**src/sv/s5udp_pkg.sv**
```systemverilog
// ----------------------------------------------------------------------------
// s5udp_pkg: shared types and constants of the SOCKS5 UDP header parser
// Field widths, address type codes, status and result codes, parse phases.
// ----------------------------------------------------------------------------
package s5udp_pkg;

  // field widths
  localparam int unsigned ByteW   = 8;
  localparam int unsigned AddrW   = 64;
  localparam int unsigned PortW   = 16;
  localparam int unsigned StatusW = 2;
  localparam int unsigned PosW    = 9;

  // address type codes
  localparam logic [ByteW-1:0] AtypIpv4   = 8'd1;
  localparam logic [ByteW-1:0] AtypDomain = 8'd3;
  localparam logic [ByteW-1:0] AtypIpv6   = 8'd4;

  // address byte counts and position of the type byte
  localparam logic [ByteW-1:0] Ipv4Bytes   = 8'd4;
  localparam logic [ByteW-1:0] Ipv6Bytes   = 8'd16;
  localparam logic [PosW-1:0]  TypePosition = 9'd3;

  // result kinds
  localparam logic KindNameByte = 1'b0;
  localparam logic KindSummary  = 1'b1;

  // result status codes
  typedef enum logic [StatusW-1:0] {
    StatusOk        = 2'd0,
    StatusTooShort  = 2'd1,
    StatusBadAtyp   = 2'd2,
    StatusReserved  = 2'd3
  } status_e;

  // parse phases, one-hot
  typedef enum logic [5:0] {
    PhFixed = 6'b000001,
    PhAddr  = 6'b000010,
    PhNlen  = 6'b000100,
    PhName  = 6'b001000,
    PhPortH = 6'b010000,
    PhPortL = 6'b100000
  } phase_e;

  // one result transaction
  typedef struct packed {
    logic               result_kind;
    logic [StatusW-1:0] status;
    logic [ByteW-1:0]   addr_type;
    logic [AddrW-1:0]   address_high;
    logic [AddrW-1:0]   address_low;
    logic [PortW-1:0]   port;
    logic [ByteW-1:0]   name_byte;
    logic [ByteW-1:0]   name_length;
    logic [PosW-1:0]    header_length;
  } result_t;

endpackage

```
**src/sv/s5udp_if.sv**
```systemverilog
// ----------------------------------------------------------------------------
// s5udp_if: byte and result channels of the SOCKS5 UDP header parser
// Valid/ready channels; a transaction moves when valid and ready are high.
// ----------------------------------------------------------------------------
interface s5udp_byte_if;
  logic                           valid;
  logic                           ready;
  logic [s5udp_pkg::ByteW-1:0]    data_byte;
  logic                           last_of_datagram;

  modport source (output valid, output data_byte, output last_of_datagram, input ready);
  modport sink   (input valid, input data_byte, input last_of_datagram, output ready);
endinterface

interface s5udp_result_if;
  logic                           valid;
  logic                           ready;
  logic                           result_kind;
  logic [s5udp_pkg::StatusW-1:0]  status;
  logic [s5udp_pkg::ByteW-1:0]    addr_type;
  logic [s5udp_pkg::AddrW-1:0]    address_high;
  logic [s5udp_pkg::AddrW-1:0]    address_low;
  logic [s5udp_pkg::PortW-1:0]    port;
  logic [s5udp_pkg::ByteW-1:0]    name_byte;
  logic [s5udp_pkg::ByteW-1:0]    name_length;
  logic [s5udp_pkg::PosW-1:0]     header_length;

  modport source (output valid, output result_kind, output status, output addr_type,
                  output address_high, output address_low, output port,
                  output name_byte, output name_length, output header_length,
                  input ready);
  modport sink   (input valid, input result_kind, input status, input addr_type,
                  input address_high, input address_low, input port,
                  input name_byte, input name_length, input header_length,
                  output ready);
endinterface

```
**src/sv/socks5_udp_header_parser_core.sv**
```systemverilog
// ----------------------------------------------------------------------------
// socks5_udp_header_parser_core: SOCKS5 UDP relay header parser
// Parses one datagram byte per transaction and reports name bytes, a header
// summary, or an error.
// ----------------------------------------------------------------------------
// Usage:
//   in_i  carries one datagram byte per transaction, last_of_datagram marking
//         the final byte. out_o carries at most one result per input byte:
//         a domain name byte (result_kind 0) or a summary/error (kind 1).
//   Output: a result is registered; it is valid in the cycle after its byte is accepted.
//   Throughput: one byte per cycle unless the output stalls; the phase update for a byte is a single
//         pass of logic between the parse state and the result register.
//   Stall: the result register is the only buffer. in_i.ready is high while
//         that register is empty or being taken in the same cycle; while the
//         receiver holds off, input stalls and no state changes.
//   A header that ends early yields a too-short error on the last byte; name
//         bytes already sent for that datagram are then void. An unknown type
//         yields an error on the type byte, and the rest is dropped.
//   Reset: parser returns to the fixed header phase, no result pending.
//         The parser state also returns to that point after each last byte.
// ----------------------------------------------------------------------------
module socks5_udp_header_parser_core (
  input  logic                  clk_i,
  input  logic                  rst_ni,
  s5udp_byte_if.sink            in_i,
  s5udp_result_if.source        out_o
);

  // parse state
  s5udp_pkg::phase_e                 phase_q, phase_d;
  logic [s5udp_pkg::PosW-1:0]        pos_q, pos_d;
  logic [s5udp_pkg::ByteW-1:0]       atyp_q, atyp_d;
  logic [2*s5udp_pkg::AddrW-1:0]     addr_q, addr_d;
  logic [s5udp_pkg::ByteW-1:0]       nlen_q, nlen_d;
  logic [s5udp_pkg::ByteW-1:0]       left_q, left_d;
  logic [s5udp_pkg::PortW-1:0]       port_q, port_d;
  logic                              skip_q, skip_d;

  // result register
  s5udp_pkg::result_t                res_q, res_d;
  logic                              res_vld_q, res_vld_d;
  logic                              accept;
  logic [s5udp_pkg::ByteW-1:0]       b;
  logic [s5udp_pkg::ByteW-1:0]       left_dec;

  assign in_i.ready = !res_vld_q || out_o.ready;
  assign accept     = in_i.valid && in_i.ready;
  assign b          = in_i.data_byte;
  assign left_dec   = left_q - 8'd1;

  // phase update and result formation for one byte
  always_comb begin
    phase_d   = phase_q;
    pos_d     = pos_q;
    atyp_d    = atyp_q;
    addr_d    = addr_q;
    nlen_d    = nlen_q;
    left_d    = left_q;
    port_d    = port_q;
    skip_d    = skip_q;
    res_d     = '0;
    res_vld_d = res_vld_q && !out_o.ready;

    if (accept) begin
      res_vld_d = 1'b0;
      if (!skip_q) begin
        unique case (phase_q)
          s5udp_pkg::PhFixed: begin
            if (pos_q == s5udp_pkg::TypePosition) begin
              atyp_d = b;
              if (b == s5udp_pkg::AtypIpv4) begin
                left_d  = s5udp_pkg::Ipv4Bytes;
                phase_d = s5udp_pkg::PhAddr;
              end else if (b == s5udp_pkg::AtypIpv6) begin
                left_d  = s5udp_pkg::Ipv6Bytes;
                phase_d = s5udp_pkg::PhAddr;
              end else if (b == s5udp_pkg::AtypDomain) begin
                phase_d = s5udp_pkg::PhNlen;
              end else begin
                res_d.result_kind  = s5udp_pkg::KindSummary;
                res_d.status       = s5udp_pkg::StatusBadAtyp;
                res_d.addr_type    = b;
                res_vld_d          = 1'b1;
                skip_d             = 1'b1;
              end
            end
          end
          s5udp_pkg::PhAddr: begin
            addr_d = {addr_q[2*s5udp_pkg::AddrW-s5udp_pkg::ByteW-1:0], b};
            left_d = left_dec;
            if (left_dec == '0) begin
              phase_d = s5udp_pkg::PhPortH;
            end
          end
          s5udp_pkg::PhNlen: begin
            nlen_d  = b;
            left_d  = b;
            phase_d = (b != '0) ? s5udp_pkg::PhName : s5udp_pkg::PhPortH;
          end
          s5udp_pkg::PhName: begin
            res_d.result_kind  = s5udp_pkg::KindNameByte;
            res_d.status       = s5udp_pkg::StatusOk;
            res_d.addr_type    = atyp_q;
            res_d.name_byte    = b;
            res_d.name_length  = nlen_q;
            res_vld_d          = 1'b1;
            left_d             = left_dec;
            if (left_dec == '0) begin
              phase_d = s5udp_pkg::PhPortH;
            end
          end
          s5udp_pkg::PhPortH: begin
            port_d  = {b, port_q[s5udp_pkg::ByteW-1:0]};
            phase_d = s5udp_pkg::PhPortL;
          end
          s5udp_pkg::PhPortL: begin
            port_d              = {port_q[s5udp_pkg::PortW-1:s5udp_pkg::ByteW], b};
            res_d.result_kind   = s5udp_pkg::KindSummary;
            res_d.status        = s5udp_pkg::StatusOk;
            res_d.addr_type     = atyp_q;
            res_d.address_high  = addr_q[2*s5udp_pkg::AddrW-1:s5udp_pkg::AddrW];
            res_d.address_low   = addr_q[s5udp_pkg::AddrW-1:0];
            res_d.port          = {port_q[s5udp_pkg::PortW-1:s5udp_pkg::ByteW], b};
            res_d.name_length   = nlen_q;
            res_d.header_length = pos_q + 9'd1;
            res_vld_d           = 1'b1;
            skip_d              = 1'b1;
          end
          default: begin
            skip_d = 1'b1;
          end
        endcase
        pos_d = pos_q + 9'd1;
      end

      // end of datagram: too-short error if header incomplete, then restart
      if (in_i.last_of_datagram) begin
        if (!skip_d) begin
          res_d              = '0;
          res_d.result_kind  = s5udp_pkg::KindSummary;
          res_d.status       = s5udp_pkg::StatusTooShort;
          res_d.addr_type    = atyp_d;
          res_vld_d          = 1'b1;
        end
        phase_d = s5udp_pkg::PhFixed;
        pos_d   = '0;
        atyp_d  = '0;
        addr_d  = '0;
        nlen_d  = '0;
        left_d  = '0;
        port_d  = '0;
        skip_d  = 1'b0;
      end
    end
  end

  // control and parse state registers
  always_ff @(posedge clk_i or negedge rst_ni) begin
    if (!rst_ni) begin
      phase_q   <= s5udp_pkg::PhFixed;
      pos_q     <= '0;
      atyp_q    <= '0;
      addr_q    <= '0;
      nlen_q    <= '0;
      left_q    <= '0;
      port_q    <= '0;
      skip_q    <= 1'b0;
      res_vld_q <= 1'b0;
    end else begin
      phase_q   <= phase_d;
      pos_q     <= pos_d;
      atyp_q    <= atyp_d;
      addr_q    <= addr_d;
      nlen_q    <= nlen_d;
      left_q    <= left_d;
      port_q    <= port_d;
      skip_q    <= skip_d;
      res_vld_q <= res_vld_d;
    end
  end

  // result payload, loaded with each accepted byte
  always_ff @(posedge clk_i) begin
    if (accept) begin
      res_q <= res_d;
    end
  end

  // output channel
  assign out_o.valid         = res_vld_q;
  assign out_o.result_kind   = res_q.result_kind;
  assign out_o.status        = res_q.status;
  assign out_o.addr_type     = res_q.addr_type;
  assign out_o.address_high  = res_q.address_high;
  assign out_o.address_low   = res_q.address_low;
  assign out_o.port          = res_q.port;
  assign out_o.name_byte     = res_q.name_byte;
  assign out_o.name_length   = res_q.name_length;
  assign out_o.header_length = res_q.header_length;

endmodule
```
**src/flat_wrapper.sv**
```systemverilog
// flat-port wrapper written by rule: the top's interface ports become plain ports
module socks5_udp_header_parser_core_flat 
  (clk_i, rst_ni, in_i_valid, in_i_data_byte, in_i_last_of_datagram, in_i_ready, out_o_valid, out_o_result_kind, out_o_status, out_o_addr_type, out_o_address_high, out_o_address_low, out_o_port, out_o_name_byte, out_o_name_length, out_o_header_length, out_o_ready);
  s5udp_byte_if in_i_i ();
  s5udp_result_if out_o_i ();
  input  logic clk_i;
  input  logic rst_ni;
  input wire logic [$bits(in_i_i.valid)-1:0] in_i_valid;
  input wire logic [$bits(in_i_i.data_byte)-1:0] in_i_data_byte;
  input wire logic [$bits(in_i_i.last_of_datagram)-1:0] in_i_last_of_datagram;
  output wire logic [$bits(in_i_i.ready)-1:0] in_i_ready;
  output wire logic [$bits(out_o_i.valid)-1:0] out_o_valid;
  output wire logic [$bits(out_o_i.result_kind)-1:0] out_o_result_kind;
  output wire logic [$bits(out_o_i.status)-1:0] out_o_status;
  output wire logic [$bits(out_o_i.addr_type)-1:0] out_o_addr_type;
  output wire logic [$bits(out_o_i.address_high)-1:0] out_o_address_high;
  output wire logic [$bits(out_o_i.address_low)-1:0] out_o_address_low;
  output wire logic [$bits(out_o_i.port)-1:0] out_o_port;
  output wire logic [$bits(out_o_i.name_byte)-1:0] out_o_name_byte;
  output wire logic [$bits(out_o_i.name_length)-1:0] out_o_name_length;
  output wire logic [$bits(out_o_i.header_length)-1:0] out_o_header_length;
  input wire logic [$bits(out_o_i.ready)-1:0] out_o_ready;
  assign in_i_i.valid = in_i_valid;
  assign in_i_i.data_byte = in_i_data_byte;
  assign in_i_i.last_of_datagram = in_i_last_of_datagram;
  assign in_i_ready = in_i_i.ready;
  assign out_o_valid = out_o_i.valid;
  assign out_o_result_kind = out_o_i.result_kind;
  assign out_o_status = out_o_i.status;
  assign out_o_addr_type = out_o_i.addr_type;
  assign out_o_address_high = out_o_i.address_high;
  assign out_o_address_low = out_o_i.address_low;
  assign out_o_port = out_o_i.port;
  assign out_o_name_byte = out_o_i.name_byte;
  assign out_o_name_length = out_o_i.name_length;
  assign out_o_header_length = out_o_i.header_length;
  assign out_o_i.ready = out_o_ready;
  socks5_udp_header_parser_core u_core (.clk_i(clk_i), .rst_ni(rst_ni), .in_i(in_i_i), .out_o(out_o_i));
endmodule
```
**config.mk**
```make
export PLATFORM = sky130hd
export DESIGN_NAME = socks5_udp_header_parser_core_flat
export DESIGN_NICKNAME = d
export VERILOG_FILES = /design/src/sv/s5udp_pkg.sv /design/src/sv/s5udp_if.sv /design/src/sv/socks5_udp_header_parser_core.sv /design/src/flat_wrapper.sv
export SDC_FILE = /design/constraint.sdc
export NUM_CORES = 1
export LEC_CHECK = 0
export ABC_CLOCK_PERIOD_IN_PS = 9700
export BUFFER_PORTS_ARGS = -buffer_cell sky130_fd_sc_hd__buf_2
export CORE_MARGIN = 8
export CORE_UTILIZATION = 25
export CTS_BUF_LIST = sky130_fd_sc_hd__clkbuf_8
export DETAILED_ROUTE_END_ITERATION = 6
export HOLD_SLACK_MARGIN = 0.15
export SYNTH_ARGS = -nofsm -noshare
export SYNTH_HDL_FRONTEND = slang
export SYNTH_SLANG_ARGS = --single-unit
export TNS_END_PERCENT = 5
```
**constraint.sdc**
```tcl
create_clock -name clk_i -period 9.7 [get_ports clk_i]
set_input_delay 0.97 -clock clk_i [delete_from_list [all_inputs] [get_ports clk_i]]
set_output_delay 0.97 -clock clk_i [all_outputs]
set_load 0.01 [all_outputs]
```
# Word-level counts from Yosys, hierarchy flattened

Index checks and enable logic that the tools add are counted.

Reduce and logical (&&, ||, !) cells: 21
Div/mod/pow operators: 0
Multipliers: 0
Bitwise logic cells: 0
Equality and inequality tests: 16
Muxes and demuxes: 55
Shifts and indexed selects: 0
Magnitude comparators: 0
Add/sub/neg operators: 2

Operator list:

| kind                | count |
|---|---|
| $mux 180            | 3 |
| $mux 128            | 3 |
| $mux 144            | 1 |
| $mux 8              | 14 |
| $mux 11             | 4 |
| $mux 6              | 7 |
| $pmux 11 s3         | 1 |
| $mux 16             | 2 |
| $pmux 16 s2         | 1 |
| $mux 9              | 3 |
| $pmux 6 s4          | 1 |
| $pmux 8 s3          | 1 |
| $mux 1              | 11 |
| $add 9x1->9 const B | 1 |
| $eq 9x2->1 const B  | 1 |
| $eq 8x1->1 const B  | 1 |
| $eq 8x2->1 const B  | 1 |
| $eq 8x3->1 const B  | 1 |
| $logic_not 8->1     | 1 |
| $reduce_bool 8->1   | 1 |
| $sub 8x1->8 const B | 1 |
| $eq 6x1->1 const B  | 1 |
| $eq 6x2->1 const B  | 1 |
| $eq 6x3->1 const B  | 1 |
| other kinds (23)    | 31 |

Word-level logic and storage cells: 112
Bits of input ports: 13
Latch bits: 0
Memory bits (writable): 0
Memory bits (read-only): 0
Memories: 0
Register bits after elaboration: 357

# Logic depth before layout (Yosys ltp)

Word-level depth: 11
Mapped depth: 9
Depth with buffers taken out: 9

# Worst setup path before layout

Ideal clock, no wire load.

Path kind: input port to flip-flop
Start: input out_o_ready
End: register u_core.addr_q[100] (netlist bit)
Buffers on the path: 3
Cell stages on the path: 8
Slack: 1599 ps
Library setup time: 121 ps
Data arrival time: 7980 ps
Data required time: 9579 ps
Path through: nand2b_1 nand2_1 inv_1 clkbuf_1 o21ai_1 clkbuf_1 clkbuf_1 a22o_1

Word-level cells in the longest chain between the ends: 3

Ends and longest elaborated chain:

| element                           | RTL line                             | text |
|---|---|---|
| start, declared                   | flat_wrapper.sv:22                   | `input wire logic [$bits(out_o_i.ready)-1:0] out_o_ready;` |
| $logic_or 1x1->1                  | socks5_udp_header_parser_core.sv:46  | `assign in_i.ready = !res_vld_q \|\| out_o.ready;` |
| $logic_and 1x1->1                 | socks5_udp_header_parser_core.sv:47  | `assign accept = in_i.valid && in_i.ready;` |
| net u_core.accept                 | socks5_udp_header_parser_core.sv:42  | `logic accept;` |
| $reduce_and 3->1 (no source line) | --                                   |  |
| end signal, assigned              | socks5_udp_header_parser_core.sv:173 | `addr_q <= addr_d;` |
| end, declared                     | socks5_udp_header_parser_core.sv:33  | `logic [2*s5udp_pkg::AddrW-1:0] addr_q, addr_d;` |

The timed path passes the listed nets, and every way through them passes these cells.
A chain may end at the register's enable or synchronous reset.

# Worst setup path after layout

Start: input out_o_ready
End: register u_core.addr_q[27] (netlist bit)

Word-level cells in the longest chain between the ends: 3

Ends and longest elaborated chain:

| element                           | RTL line |
|---|---|
| $logic_or 1x1->1                  | socks5_udp_header_parser_core.sv:46 |
| $logic_and 1x1->1                 | socks5_udp_header_parser_core.sv:47 |
| $reduce_and 3->1 (no source line) | -- |

Every way passes these cells.

==> out/results.ini <==
[die]
die-height_microns = 253
coreArea_sq_um = 56100
die_area_sq_um = 64100
fp.dieW_microns = 253
io_pins = 195
initial_core_util_pct = 25.1
fp-row-count = 87

[yosys]
yosys.area.top_type = edfxtp_1
synthArstFlopShare_pct = 49.6
synth_fp_nets = 1056
ys_ff_latch = 357
synthCells = 1040
synthTopCellsByCount = 180 x edfxtp_1, 176 x dfrtp_1, 158 x and3_1, 131 x a22o_1, 76 x clkbuf_1
netlist.area_leader.share_pct = 38.4
synth_area_sq_um = 14100
syn_area_per_cell_sq_um = 13.5
ys_warn_count = 0
ys.flop_type = edfxtp_1
synth_most_common_cell = edfxtp_1
ys_types = 57
synth_edf_count = 180
synthTopCellsByArea = edfxtp_1 38%, dfrtp_1 31%, a22o_1 8.2%
ys_seq_area_share_pct = 69.9

[power_and_ir_drop]
pwr-share-seq_pct = 47.7
pwr-share-comb_pct = 17.4
power_density_nw_per_um2 = 233
ir_worst_vdd_uv = 92.9
p_total_mw = 3.97
p_sw_share_pct = 30.6
p_int_mw = 2.76
p_sw_mw = 1.22
power.clock.fraction_pct = 34.9
leakage_nw = 7.88

[clock_tree]
ctsRootBufferMaster = clkbuf_8
cts_tree = yes
h-tree-depth = 3
clock_path_buffers = 3
hold_buffers = 0
numCtsBuffers = 66
ctsResizeCount = 0
clk_latency_ns = 0.62
clk_pin_slew_ns = 0.06
clkSinkCount = 357
cts_setup_buffers = 0

[worst_setup_path]
critPathKind = in -> reg
worstSetupStartpointType = input pin
worstSetupEndpointType = flip-flop
critPathRequiredTime_ns = 10.24
crit_arrival_ns = 4.72
reg2reg_slack_ns = 5.58
path_max_fanout = 80

[timing]
tightest_slew_ns = 1.14
finalSetupViolCount = 0
skew_ns = 0.0498
rsz0062_at_grt = false
hold_viol_final = 0
max_freq_mhz = 239
setup-tns-final_ns = 0
slew_violations = 0
maxSlewHeadroom_pct = 24.0
min_period_ns = 4.19
fin_crit_sh_pct = 43.2

[routing]
first_pass_iters = 5
vias = 9419
drc_errors = 0
wl_per_cell_microns = 18.5
drt_iter0_drc = 785
ant_nets = 0
viasPerCell = 4.63
wl_microns = 37700

[global_route]
first_global_vias = 9545
grt_start_max_net_pins = 117
grt_use_total_pct = 11.5
antenna_found_initial = 1
grt_pass1_wl_microns = 57900
grt_overflow = 0

[layout]
nNetsFinal = 1241
drive_above_1_share_pct = 24.3
areaGrowthSynthToFinish_pct = 21.1

[place]
gp_congestion = 0.804
dpl.hpwl_microns = 23600
port_buffers = 194

[flow_run]
maxCapViolations = 0

[run_status]
status = complete, no violations

[min_path]
hp-class = reg -> reg

## state kept, by name, summed over array words and instances, names as in the netlist, 9 cells and up
register / cells
u_core.addr_q: 128
u_core.out_o.address_high: 64
u_core.out_o.header_length: 9
u_core.pos_q: 9
u_core.out_o.port: 16
u_core.out_o.address_low: 64
## through the flow
step / setup slack (ns) / instances / hold WS [ns] / utilization, % / area (sq um)
6_report: 5.51 / 2035 / 0.474 / 30.4 / 17000
5_1_grt: 5.25 / 2035 / 0.491 / 30.4 / 17000
4_1_cts: 5.62 / 2034 / 0.477 / 30.4 / 17000
3_5_place_dp: 4.94 / 1913 / 0.464 / 28.1 / 15800
3_3_place_gp: 5.03 / 1913 / 0.459 / 28.1 / 15800
2_1_floorplan: 1.60 / 1040 / 0.441 / - / 14100
## placed cells by master (no fill, tap or decap), types with 6 or more instances in the layout
| cell | netlist | final |
|---|---|---|
| o31ai_1 | 9 | 9 |
| a22o_1 | 131 | 131 |
| buf_4 | 0 | 10 |
| nand2b_1 | 9 | 9 |
| nor4_1 | 6 | 6 |
| nand3_1 | 9 | 9 |
| and3_1 | 158 | 157 |
| a21oi_1 | 12 | 12 |
| xnor2_1 | 11 | 11 |
| nand2_1 | 69 | 69 |
| edfxtp_1 | 180 | 180 |
| inv_1 | 5 | 30 |
| buf_2 | 5 | 193 |
| clkinv_1 | 1 | 9 |
| clkinv_2 | 0 | 6 |
| nor2_1 | 33 | 32 |
| a22oi_1 | 20 | 20 |
| and2_1 | 16 | 16 |
| clkbuf_8 | 0 | 71 |
| o21ai_0 | 44 | 44 |
| dfrtp_1 | 176 | 176 |
| nor3_1 | 11 | 11 |
| nand4_1 | 7 | 7 |
## kinds of logic (layout without fill, tap and decap cells)
logic type / count (synthesis) / in the layout / synth area share [%]
flip-flops: 357 / 357 / 69.9
buffers and inverters: 93 / 331 / 2.58
other: 0 / 1 / 0
adder cells (fa/ha/maj): 3 / 3 / 0.267
AO/OA/AOI/OAI: 236 / 236 / 13.0
AND/OR/NAND/NOR: 334 / 334 / 13.1
multiplexers: 3 / 3 / 0.231
XOR/XNOR: 14 / 14 / 0.872
## path summary, 6_finish.rpt
path	from	to	depth (start not counted)
max reg2reg	u_core.out_o.valid$_DFF_PN0_	u_core.addr_q[27]$_DFFE_PN0P_	7
min in group asynchronous	rst_ni	u_core.addr_q[99]$_DFFE_PN0P_	1
max	out_o_ready	u_core.addr_q[27]$_DFFE_PN0P_	8
max in group asynchronous	rst_ni	u_core.addr_q[51]$_DFFE_PN0P_	2
min reg2reg	u_core.port_q[9]$_DFFE_PN0P_	u_core.port_q[9]$_DFFE_PN0P_	2
min	u_core.port_q[9]$_DFFE_PN0P_	u_core.port_q[9]$_DFFE_PN0P_	2
## area by class of cell
cell class / count / area, sq um
Sequential cell: 357 / 9840
Fill cell: 5646 / 39000
Clock inverter: 51 / 313
Tap cell: 756 / 946
Inverter: 6 / 32.5
Antenna cell: 1 / 2.50
Timing Repair Buffer: 204 / 1050
Clock buffer: 70 / 963
Multi-Input combinational cell: 590 / 3890
## power by group through the flow
stage	sequential (mW)	combinational [mW]	clock [mW]
after floorplan	1.96	0.418	0
after global placement	1.91	0.687	0
after detailed placement	1.92	0.702	0
after CTS	1.89	0.704	1.44
after global routing	1.91	0.770	1.51
final	1.89	0.691	1.39
## metal layers
metal  wire [microns]  track usage, %  vias up
li1                 -               -     4304
met1            17700            16.3     4739
met2            16500            16.8      316
met3             2640            3.02       60
met4              805            4.09        0
met5                0               0        -
## critical path, stage by stage
cell and delay, ns:
buf_2 0.07, nand2b_1 0.13, nand2_1 0.45, inv_8 0.59, nand3_1 0.43, nor2_4 0.89
buf_4 0.79, a22o_1 0.24
Note: power is estimated with default switching activity, not from simulation.
